## config.mk

```make
export PLATFORM = sky130hd
export DESIGN_NAME = three_wire_register_master_unit
export DESIGN_NICKNAME = d
export VERILOG_FILES = /design/src/hdl/twrm_pkg.sv /design/src/hdl/twrm_core.sv /design/src/hdl/twrm_rsp_fifo.sv /design/src/hdl/three_wire_register_master_unit.sv
export VERILOG_INCLUDE_DIRS = /design/src /design/src/hdl
export SDC_FILE = /design/constraint.sdc
export NUM_CORES = 1
export LEC_CHECK = 0
export BUFFER_PORTS_ARGS = -buffer_cell sky130_fd_sc_hd__buf_4
export CORE_ASPECT_RATIO = 1.2
export CORE_UTILIZATION = 36
export CTS_CLUSTER_DIAMETER = 30
export DETAILED_ROUTE_END_ITERATION = 12
export GPL_TIMING_DRIVEN = 0
export SKIP_CTS_REPAIR_TIMING = 1
export SLEW_MARGIN = 25
export SYNTH_ARGS = -nofsm -noshare
export SYNTH_HDL_FRONTEND = slang
export SYNTH_SLANG_ARGS = --single-unit
export TNS_END_PERCENT = 10
```

## constraint.sdc

```tcl
create_clock -name clock -period 3.5 [get_ports clock]
set_input_delay 0.35 -clock clock [delete_from_list [all_inputs] [get_ports clock]]
set_output_delay 0.35 -clock clock [all_outputs]
set_load 0.03 [all_outputs]
```

## src/hdl/assert_macros.svh

```systemverilog
// Assertion macros used by the top-level RTL file.
`ifndef ASSERT_MACROS_SVH
`define ASSERT_MACROS_SVH

// Property a must be followed in the same cycle by b.
`define ASSERT_IMPLIES(label, a, b) \
   label: assert property (@(posedge clock) disable iff (reset) (a) |-> (b)) \
      else $error("assertion failed: implication");

// Property a must never hold.
`define ASSERT_NEVER(label, a) \
   label: assert property (@(posedge clock) disable iff (reset) !(a)) \
      else $error("assertion failed: forbidden condition");

`endif

```

## src/hdl/twrm_pkg.sv

```systemverilog
// Types and constants for the three-wire register master.
package twrm_pkg;

   localparam int ADDRESS_BITS = 7;
   localparam int DATA_BITS    = 8;
   localparam int FRAME_BITS   = 1 + ADDRESS_BITS + DATA_BITS;
   localparam int BIT_NUM_W    = $clog2(FRAME_BITS + 1);
   localparam int BIT_IDX_W    = $clog2(FRAME_BITS);

   localparam logic [7:0] SETUP_TICKS_RESET = 8'd5;
   localparam logic [7:0] HIGH_TICKS_RESET  = 8'd5;
   localparam logic [7:0] LOW_TICKS_RESET   = 8'd10;

   typedef enum logic [1:0] {
      OP_TICK  = 2'd0,
      OP_WRITE = 2'd1,
      OP_READ  = 2'd2,
      OP_NOP   = 2'd3
   } opcode_type;

   typedef enum logic [1:0] {
      CSR_SETUP_TICKS = 2'd0,
      CSR_HIGH_TICKS  = 2'd1,
      CSR_LOW_TICKS   = 2'd2,
      CSR_UNUSED      = 2'd3
   } csr_index_type;

   typedef enum logic [1:0] {
      PH_SETUP = 2'd0,
      PH_HIGH  = 2'd1,
      PH_LOW   = 2'd2
   } phase_type;

   typedef struct packed {
      opcode_type                opcode;
      logic [ADDRESS_BITS-1:0]   address;
      logic [DATA_BITS-1:0]      write_data;
      logic                      sdata_in;
   } req_type;

   typedef struct packed {
      logic                      enable_n;
      logic                      serial_clock;
      logic                      data_out;
      logic                      data_drive;
      logic                      busy_res;
      logic                      done_res;
      logic [DATA_BITS-1:0]      read_data;
      logic                      rejected;
   } rsp_type;

   typedef struct packed {
      logic [7:0] setup_ticks;
      logic [7:0] high_ticks;
      logic [7:0] low_ticks;
   } cfg_type;

   typedef struct packed {
      logic active;
   } status_type;

endpackage

```

## src/hdl/twrm_core.sv

```systemverilog
// Frame sequencer: state registers and per-transfer next-state and result logic.
module twrm_core (
   input  logic              clock,
   input  logic              reset,
   input  twrm_pkg::cfg_type cfg,
   input  logic              take,
   input  twrm_pkg::req_type req,
   output twrm_pkg::rsp_type result,
   output twrm_pkg::status_type status
);

   logic                                 active_ff, active_in;
   logic                                 read_mode_ff, read_mode_in;
   twrm_pkg::phase_type                  phase_ff, phase_in;
   logic [7:0]                           count_ff, count_in;
   logic [twrm_pkg::BIT_NUM_W-1:0]       bitnum_ff, bitnum_in;
   logic [twrm_pkg::FRAME_BITS-1:0]      out_shift_ff, out_shift_in;
   logic [twrm_pkg::DATA_BITS-1:0]       in_shift_ff, in_shift_in;
   logic [twrm_pkg::DATA_BITS-1:0]       latch_ff, latch_in;

   logic [7:0]                           phase_len;
   logic [7:0]                           count_inc;
   logic [twrm_pkg::BIT_NUM_W-1:0]       bitnum_inc;
   logic                                 cur_read_data;
   logic                                 nxt_read_data;
   logic [twrm_pkg::BIT_NUM_W-1:0]       bit_pos;
   logic                                 done;
   logic                                 rej;

   always_ff @(posedge clock) begin
      if (reset) begin
         active_ff    <= 1'b0;
         read_mode_ff <= 1'b0;
         phase_ff     <= twrm_pkg::PH_SETUP;
         count_ff     <= '0;
         bitnum_ff    <= '0;
         out_shift_ff <= '0;
         in_shift_ff  <= '0;
         latch_ff     <= '0;
      end else if (take) begin
         active_ff    <= active_in;
         read_mode_ff <= read_mode_in;
         phase_ff     <= phase_in;
         count_ff     <= count_in;
         bitnum_ff    <= bitnum_in;
         out_shift_ff <= out_shift_in;
         in_shift_ff  <= in_shift_in;
         latch_ff     <= latch_in;
      end
   end

   always_comb begin
      case (phase_ff)
         twrm_pkg::PH_SETUP: phase_len = cfg.setup_ticks;
         twrm_pkg::PH_HIGH:  phase_len = cfg.high_ticks;
         default:            phase_len = cfg.low_ticks;
      endcase
      if (phase_len == 8'd0) begin
         phase_len = 8'd1;
      end
   end

   assign count_inc     = count_ff + 8'd1;
   assign bitnum_inc    = bitnum_ff + twrm_pkg::BIT_NUM_W'(1);
   assign cur_read_data = read_mode_ff &&
                          (bitnum_ff >= twrm_pkg::BIT_NUM_W'(1 + twrm_pkg::ADDRESS_BITS));

   always_comb begin
      active_in    = active_ff;
      read_mode_in = read_mode_ff;
      phase_in     = phase_ff;
      count_in     = count_ff;
      bitnum_in    = bitnum_ff;
      out_shift_in = out_shift_ff;
      in_shift_in  = in_shift_ff;
      latch_in     = latch_ff;
      done         = 1'b0;
      rej          = 1'b0;
      case (req.opcode)
         twrm_pkg::OP_WRITE, twrm_pkg::OP_READ: begin
            if (active_ff) begin
               rej = 1'b1;
            end else begin
               active_in    = 1'b1;
               read_mode_in = (req.opcode == twrm_pkg::OP_READ);
               phase_in     = twrm_pkg::PH_SETUP;
               count_in     = '0;
               bitnum_in    = '0;
               in_shift_in  = '0;
               out_shift_in = {read_mode_in, req.address,
                               read_mode_in ? {twrm_pkg::DATA_BITS{1'b0}} : req.write_data};
            end
         end
         twrm_pkg::OP_TICK: begin
            if (active_ff) begin
               if (count_inc < phase_len) begin
                  count_in = count_inc;
               end else begin
                  count_in = '0;
                  case (phase_ff)
                     twrm_pkg::PH_SETUP: begin
                        if (cur_read_data) begin
                           in_shift_in = {in_shift_ff[twrm_pkg::DATA_BITS-2:0], req.sdata_in};
                        end
                        phase_in = twrm_pkg::PH_HIGH;
                     end
                     twrm_pkg::PH_HIGH: begin
                        phase_in = twrm_pkg::PH_LOW;
                     end
                     default: begin
                        phase_in  = twrm_pkg::PH_SETUP;
                        bitnum_in = bitnum_inc;
                        if (bitnum_inc >= twrm_pkg::BIT_NUM_W'(twrm_pkg::FRAME_BITS)) begin
                           if (read_mode_ff) begin
                              latch_in = in_shift_ff;
                           end
                           active_in = 1'b0;
                           bitnum_in = '0;
                           done      = 1'b1;
                        end
                     end
                  endcase
               end
            end
         end
         default: begin
         end
      endcase
   end

   assign nxt_read_data = read_mode_in &&
                          (bitnum_in >= twrm_pkg::BIT_NUM_W'(1 + twrm_pkg::ADDRESS_BITS));
   assign bit_pos       = twrm_pkg::BIT_NUM_W'(twrm_pkg::FRAME_BITS - 1) - bitnum_in;

   always_comb begin
      result.enable_n     = !active_in;
      result.serial_clock = active_in && (phase_in == twrm_pkg::PH_HIGH);
      result.data_drive   = active_in && !nxt_read_data;
      result.data_out     = result.data_drive &&
                            out_shift_in[bit_pos[twrm_pkg::BIT_IDX_W-1:0]];
      result.busy_res     = active_in;
      result.done_res     = done;
      result.read_data    = latch_in;
      result.rejected     = rej;
   end

   assign status.active = active_ff;

endmodule

```

## src/hdl/twrm_rsp_fifo.sv

```systemverilog
// Two-entry result buffer between the sequencer and the result channel.
module twrm_rsp_fifo (
   input  logic              clock,
   input  logic              reset,
   input  logic              push,
   input  twrm_pkg::rsp_type push_data,
   output logic              not_full,
   output logic              rsp_valid,
   input  logic              rsp_ready,
   output twrm_pkg::rsp_type rsp_data
);

   twrm_pkg::rsp_type mem_ff [2];
   logic              wr_ptr_ff;
   logic              rd_ptr_ff;
   logic [1:0]        count_ff;
   logic              pop;

   assign rsp_valid = (count_ff != 2'd0);
   assign not_full  = (count_ff != 2'd2);
   assign pop       = rsp_valid && rsp_ready;
   assign rsp_data  = mem_ff[rd_ptr_ff];

   always_ff @(posedge clock) begin
      if (push) begin
         mem_ff[wr_ptr_ff] <= push_data;
      end
   end

   always_ff @(posedge clock) begin
      if (reset) begin
         wr_ptr_ff <= 1'b0;
         rd_ptr_ff <= 1'b0;
         count_ff  <= 2'd0;
      end else begin
         if (push) begin
            wr_ptr_ff <= !wr_ptr_ff;
         end
         if (pop) begin
            rd_ptr_ff <= !rd_ptr_ff;
         end
         case ({push, pop})
            2'b10:   count_ff <= count_ff + 2'd1;
            2'b01:   count_ff <= count_ff - 2'd1;
            default: count_ff <= count_ff;
         endcase
      end
   end

endmodule

```

## src/hdl/three_wire_register_master_unit.sv

```systemverilog
// Top level of the three-wire serial register port master.
// Each request transfer (tick, start write, start read, nop) yields exactly one response
// transfer showing the port pins and status after that request. A request is taken every
// cycle while req_ready is high; the sequencer state updates in the accepting cycle and the
// response lands in a two-entry buffer; req_ready drops only when two responses wait.
// Frame timing is set entirely by tick requests and the three phase-length registers.
`include "assert_macros.svh"

module three_wire_register_master_unit (
   input  logic              clock,
   input  logic              reset,
   input  logic              req_valid,
   output logic              req_ready,
   input  twrm_pkg::req_type req_data,
   output logic              rsp_valid,
   input  logic              rsp_ready,
   output twrm_pkg::rsp_type rsp_data,
   input  logic              csr_write_enable,
   input  logic [1:0]        csr_index,
   input  logic [7:0]        csr_write_data
);

   twrm_pkg::cfg_type    cfg_ff;
   twrm_pkg::rsp_type    result;
   twrm_pkg::status_type status;
   logic                 take;

   always_ff @(posedge clock) begin
      if (reset) begin
         cfg_ff.setup_ticks <= twrm_pkg::SETUP_TICKS_RESET;
         cfg_ff.high_ticks  <= twrm_pkg::HIGH_TICKS_RESET;
         cfg_ff.low_ticks   <= twrm_pkg::LOW_TICKS_RESET;
      end else if (csr_write_enable) begin
         case (twrm_pkg::csr_index_type'(csr_index))
            twrm_pkg::CSR_SETUP_TICKS: cfg_ff.setup_ticks <= csr_write_data;
            twrm_pkg::CSR_HIGH_TICKS:  cfg_ff.high_ticks  <= csr_write_data;
            twrm_pkg::CSR_LOW_TICKS:   cfg_ff.low_ticks   <= csr_write_data;
            default: begin
            end
         endcase
      end
   end

   assign take = req_valid && req_ready;

   twrm_core u_core (
      .clock  (clock),
      .reset  (reset),
      .cfg    (cfg_ff),
      .take   (take),
      .req    (req_data),
      .result (result),
      .status (status)
   );

   twrm_rsp_fifo u_rsp_fifo (
      .clock     (clock),
      .reset     (reset),
      .push      (take),
      .push_data (result),
      .not_full  (req_ready),
      .rsp_valid (rsp_valid),
      .rsp_ready (rsp_ready),
      .rsp_data  (rsp_data)
   );

   `ASSERT_IMPLIES(a_done_ends_frame, take && result.done_res, status.active && !result.busy_res)
   `ASSERT_IMPLIES(a_reject_when_busy, take && result.rejected, status.active && result.busy_res)
   `ASSERT_IMPLIES(a_enable_tracks_busy, take, result.enable_n == !result.busy_res)
   `ASSERT_NEVER(a_clock_while_idle, take && result.serial_clock && !result.busy_res)

endmodule
```

After elaboration in Yosys (flattened, before gate mapping)
Memory sizes are Yosys's and may differ from the RTL's. A register that Yosys moved wholly into a read port is not among the register bits.
Cells that the tools add are included.
{ "word_totals": {"regBits": 77, "mem_count": 1, "mem_bits_rw": 30, "output_inout_bits": 17} }
{ "mem_list": {"columns": ["memory", "words", "word_bits", "read_ports", "rd_clocked_by_memory_dff", "write_ports", "line_no", "source"], "rows": [
  ["u_rsp_fifo.mem_ff", 2, 15, 1, 1, 1, "twrm_rsp_fifo.sv:13", "twrm_pkg::rsp_type mem_ff [2];"]
]} }
{ "classes": {"magnitude_cmp": 5, "eq_ne": 14, "add_sub_neg": 5, "reduce_logical": 25, "muxes": 52} }
{ "op_table": {"columns": ["cell", "n"], "rows": [
  ["two-way mux 8 bit", 15],
  ["one-hot mux 8 bit (2 select lines)", 3],
  ["two-way mux 16 bit", 2],
  ["two-way mux 5 bit", 5],
  ["two-way mux 1 bit", 18],
  ["one-hot mux 2 bit (2 select lines)", 3],
  ["equality test 2 x 1 -> 1 bit, second input constant", 5],
  ["greater-or-equal comparator 5 x 4 -> 1 bit, second input constant", 2],
  ["one-hot mux 5 bit (2 select lines)", 1],
  ["adder 8 x 1 -> 8 bit, second input constant", 1],
  ["zero test 8 bit", 1],
  ["< comparator 8 bit", 1],
  ["logical AND 1 bit", 7],
  ["AND reduction 7 bit", 1],
  ["equality test 2 bit, second input constant", 3],
  ["zero test 2 bit", 3],
  ["two-way mux 2 bit", 3],
  ["inequality test 2 x 1 -> 1 bit, second input constant", 3],
  ["inequality test 2 bit, second input constant", 3],
  ["AND reduction 2 bit", 3],
  ["nonzero test 2 bit", 3],
  ["adder 5 x 1 -> 5 bit, second input constant", 1],
  ["greater-or-equal comparator 5 bit, second input constant", 1],
  ["< comparator 4 x 5 -> 1 bit, second input constant", 1],
  ["8 further kinds", 12]
]} }

Depth between registers and ports, before layout
{ "depth": {"word_depth": 13, "depth_mapped": 17, "depth_no_buf": 17} }

Modules after synthesis
A second synthesis with hierarchy kept.
{ "hier_totals": {"cells_unflattened": 558, "hier_area_um2": 5490.3} }
{ "by_module_without_submodules": {"columns": ["module", "n_inst", "cells_per_inst", "area_per_inst_um2"], "rows": [
  ["twrm_core", 1, 392, 3199.3],
  ["twrm_rsp_fifo", 1, 70, 1293.7],
  ["three_wire_register_master_unit", 1, 96, 997.2]
]} }

Worst setup path after synthesis
Ideal clock, no wire load.
{ "synth_path": {"path_kind": "register to register", "startpoint": "register u_core.count_ff[0]", "endpoint": "memory u_rsp_fifo.mem_ff[0][12] (netlist name) (data pin)", "slack_ns": 0.044, "arrival_ns": 3.323, "setup_ns": 0.133, "path_buffers": 1, "path_stages_with_launch": 17, "synth_period_minus_slack_ns": 3.456, "required_ns": 3.367, "cell_sequence": "dfxtp_1 nand3_1 nor2_1 nand3_1 xnor2_1 ha_1 nand4_1 a211oi_1 nand4_1 a21oi_1 nor3b_2 or2_1 buf_6 o2111a_1 or4_1 o31ai_1 a21o_1"} }
{ "synth_lines": {"columns": ["item", "line_no", "source"], "rows": [
  ["start: declaration", "twrm_core.sv:15", "logic [7:0] count_ff, count_in;"],
  ["start signal: assignment", "twrm_core.sv:44", "count_ff <= count_in;"],
  ["end: declaration", "twrm_rsp_fifo.sv:13", null]
]} }

==> metrics.md <==
| Metric | Value |
|---|---|
| Setup Skew | 0.00996 ns |
| Switching Fraction | between 30% and 40% |
| CP Cell Sequence | ha_2, nand3_2, nor2_2, xor2_1, ha_1, nand4_1, a211oi_2, or2_4, nand3_1, a311oi_2, a21oi_4, buf_6, a31o_1, or4_1, o31ai_2, a21o_1 |
| CTS clk-pin slew, worst paths | 0.08 ns |
| Fin crit share | 107% |
| Largest net degree at the start of global routing | 21 |
| Stages on the worst setup path | 16 |
| Hold Path Class | in -> reg |
| Delay-heaviest family, CP | simple AND/OR/NAND/NOR gates |
| Post-layout min period | 3.74 ns |
| Seq/Total Area, Yosys | a little under half |
| Crit end category | flip-flop |
| Clk root buf | clkbuf_16 |
| Combinational cell fraction of total power | a little over a quarter |
| # clock sinks | 108 |
| CP max FO | 10 |
| Reg2Reg Depth | 16 |
| CP Class | reg -> reg |
| Sw Pwr | roughly 1.1 mW |
| Clock share of power | 30.0% |
| Worst slew margin | 42.4% |
| Max Clock Freq | 268 MHz |
| Failing checks | setup timing |
| # diodes | 0 |
| DRC | 0 |
| Final hold violations | 0 |
| Top-count cell post-synth | dfxtp_1 |
| Fin. max-slew vios | 0 |
| WL final | 12.9 mm |
| Crit path buf inv count | 1 |
| Register bit count reported by yosys | 108 |
| Vias in the first global route | 4,111 |
| Post-Synthesis Cells | 553 |
| Port Buffers | 48 |
| VDD IR max | 0.000234 V |
| P&R area growth vs syn | 23.8% |
| Initial core utilization | 37.0% |
| RSZ-0062 raised after global routing | yes |
| Total number of vias | 4,268 |
| Async SR Flop Fraction | 0% |
| Number of synthesized flops with an enable pin | 30 |
| Post-Place Cells | 801 |
| Die Y | 136 um |
| Area of the die | roughly 15,000 um2 |
| # H-tree levels | 3 |
| Ratio of cells with drive above 1 in the final layout | 27.1% |
| Share of power burned in registers | 42.8% |
| CTS buffer count | 9 |
| GRT overflow | 0 |
| Share of the synthesized area in the top cell type | 29.2% |
| Mapped cell area | 5350 um2 |
| Nets | 672 |
| Final WS setup | -0.236 ns |
| HPWL after DPL | roughly 9 mm |
| Crit path largest cell delay | 0.53 ns |
| WP data required | 3.71 ns |
| Synth top cells by count | dfxtp_1, nor2_1, a21oi_1, nand2_1, mux2i_1 |
| Startpoint Class | flip-flop |
| Setup Viol. Count Final | 2 |
| Drt pass-1 iters | 5 |
| Detailed Route Iter0 Violations | 226 |
| Leakage | approximately 2.6 nW |
| Area leader, netlist | dfxtp_1 |
| Io pins | 50 |
| Core area | 14,500 um2 |
| CTS tree | yes |
| Synth warnings | 0 |
| GPL Wtd Cong | 0.862 |
| Fin Hold WS | 0.211 ns |
| Arr. time, crit path | between 3 and 4 ns |
| Status | finished with violations |
| Die X | 113 um |
| Rows | 48 |
| Clock Latency Late Sink | roughly 0.36 ns |
| Wire per inst | 15.5 um |
| Antenna violations before repair | 0 |
| Global-route wire length before repair | 20.5 mm |
| Vias per cell | 5.14 |
| Final ANT Viol Nets | 0 |
| P_int | 2.31 mW |
| PwrDens | 521 nW/um2 |
| Mean Syn Cell Area | 9.68 um2 |
| Fin cells | 831 |
| Syn nets | between 500 and 600 |
| Cell Area, Placed | approximately 6000 um2 |
| Clock Path Buffers | 2 |
| GRT Overall Usage | around 17% |
| Max Cap Violations | 0 |
| Crit-path slowest cell | or4_1 |
| Hold-critical path depth | 2 |
| Ys flop type | dfxtp_1 |
| Largest cells by area after synthesis | dfxtp_1, edfxtp_1, mux2i_1 |
| Design area | 6630 um2 |
| Slew @ Worst Pin | 0.857 ns |
| Synth cell types | 55 |
[worst reg2reg max path, delay by kind of cell, from the launching register on]
| kind | cells | cell delay [ns] |
|---|---|---|
| and+or+nand+nor | 6 | 1.23 |
| AOI/OAI and AO/OA | 6 | 1.22 |
| DFF | 1 | 0.37 |
| xor gates and xnor gates | 1 | 0.09 |
| adders and majority gates | 2 | 0.52 |
| buffers and inverters | 1 | 0.17 |
[kinds of logic (layout without fill, tap and decap cells)]
group,after synthesis,in the layout,share of synthesized area [%]
AOI/OAI and AO/OA,114,114,13.1
xor gates and xnor gates,11,11,1.80
adders and majority gates,13,13,3.04
buffers and inverters,45,123,3.53
DFF,108,108,46.0
muxes,72,72,15.4
and+or+nand+nor,190,190,17.2
[metrics by stage]
step	setup slack [ns]	power (mW)	utilization [%]	setup TNS (ns)
3_3_place_gp	-0.671	2.39	41.2	-13.90
6_report	-0.236	3.45	45.8	-0.471
4_1_cts	-0.680	3.44	43.4	-16.25
3_5_place_dp	-0.671	2.41	41.3	-15.26
5_1_grt	-0.418	3.61	45.8	-4.08
2_1_floorplan	0.0436	2.11	-	0
[flip-flops by register name, indices dropped and copies added, names as in the netlist, named ones only]
| signal | flops |
|---|---|
| u_rsp_fifo.count_ff | 2 |
| u_core.status | 1 |
| cfg_ff | 24 |
| u_core.out_shift_ff | 16 |
| u_core.phase_ff | 2 |
| u_rsp_fifo.rd_ptr_ff | 1 |
| u_core.read_mode_ff | 1 |
| u_core.bitnum_ff | 5 |
| u_core.in_shift_ff | 8 |
| u_core.count_ff | 8 |
| u_rsp_fifo.mem_ff | 30 |
| u_rsp_fifo.wr_ptr_ff | 1 |
| u_core.latch_ff | 8 |
[path summary, 6_finish.rpt]
check	from	endpoint	slack, ns
worst max register to register	u_core.count_ff[0]	u_rsp_fifo.mem_ff[0][12]	-0.24
worst min register to register	u_core.out_shift_ff[8]	u_core.out_shift_ff[8]	0.46
worst max-delay path	u_core.count_ff[0]	u_rsp_fifo.mem_ff[0][12]	-0.24
worst min-delay path	csr_write_data[2]	cfg_ff[18]	0.21
[layout by cell type (no fill, tap or decap), types with 4 or more instances in the layout]
master / synthesis / routed
a211o_1: 6 / 6
a211oi_1: 9 / 6
a21oi_1: 51 / 45
a21oi_2: 0 / 5
a22oi_1: 9 / 9
and2_1: 4 / 4
and3_1: 4 / 4
buf_1: 4 / 4
buf_4: 1 / 63
clkbuf_1: 21 / 20
clkbuf_16: 0 / 9
dfxtp_1: 78 / 72
edfxtp_1: 30 / 30
ha_1: 13 / 11
inv_1: 16 / 16
inv_6: 0 / 4
mux2_2: 28 / 29
mux2i_1: 35 / 30
mux2i_2: 0 / 4
mux2i_4: 3 / 4
nand2_1: 44 / 42
nand2b_1: 5 / 5
nand3_1: 18 / 14
nand3b_1: 8 / 8
nand4_1: 4 / 4
nor2_1: 72 / 67
nor2_2: 0 / 5
nor3_1: 5 / 4
nor3b_1: 10 / 9
o21ai_0: 19 / 17
xnor2_1: 6 / 5
xor2_1: 5 / 5
[layout make-up]
type	instances	area, um2
multi-input cells	400	2920
plain buffers	28	140
clock inverters	6	65.1
repair buffers	62	465
clock buffers	10	239
flip-flops and latches	108	2480
well taps	200	250
fillers	1365	7850
inverters	17	68.8
[power by group through the flow]
stage	sequential (mW)	clock, mW	combinational [mW]
floorplan	1.49	0	0.623
global placement	1.50	0	0.887
detailed placement	1.50	0	0.902
CTS	1.48	1.06	0.907
global route	1.49	1.11	1.01
finish	1.48	1.03	0.941
[routing by layer]
layer	share of wire, %	global-route usage (%)
met5	0	0
met4	1.6	6.21
met3	3.0	2.73
met2	49	29.7
met1	46	21.1
Note: power is estimated with default switching activity, not from simulation.
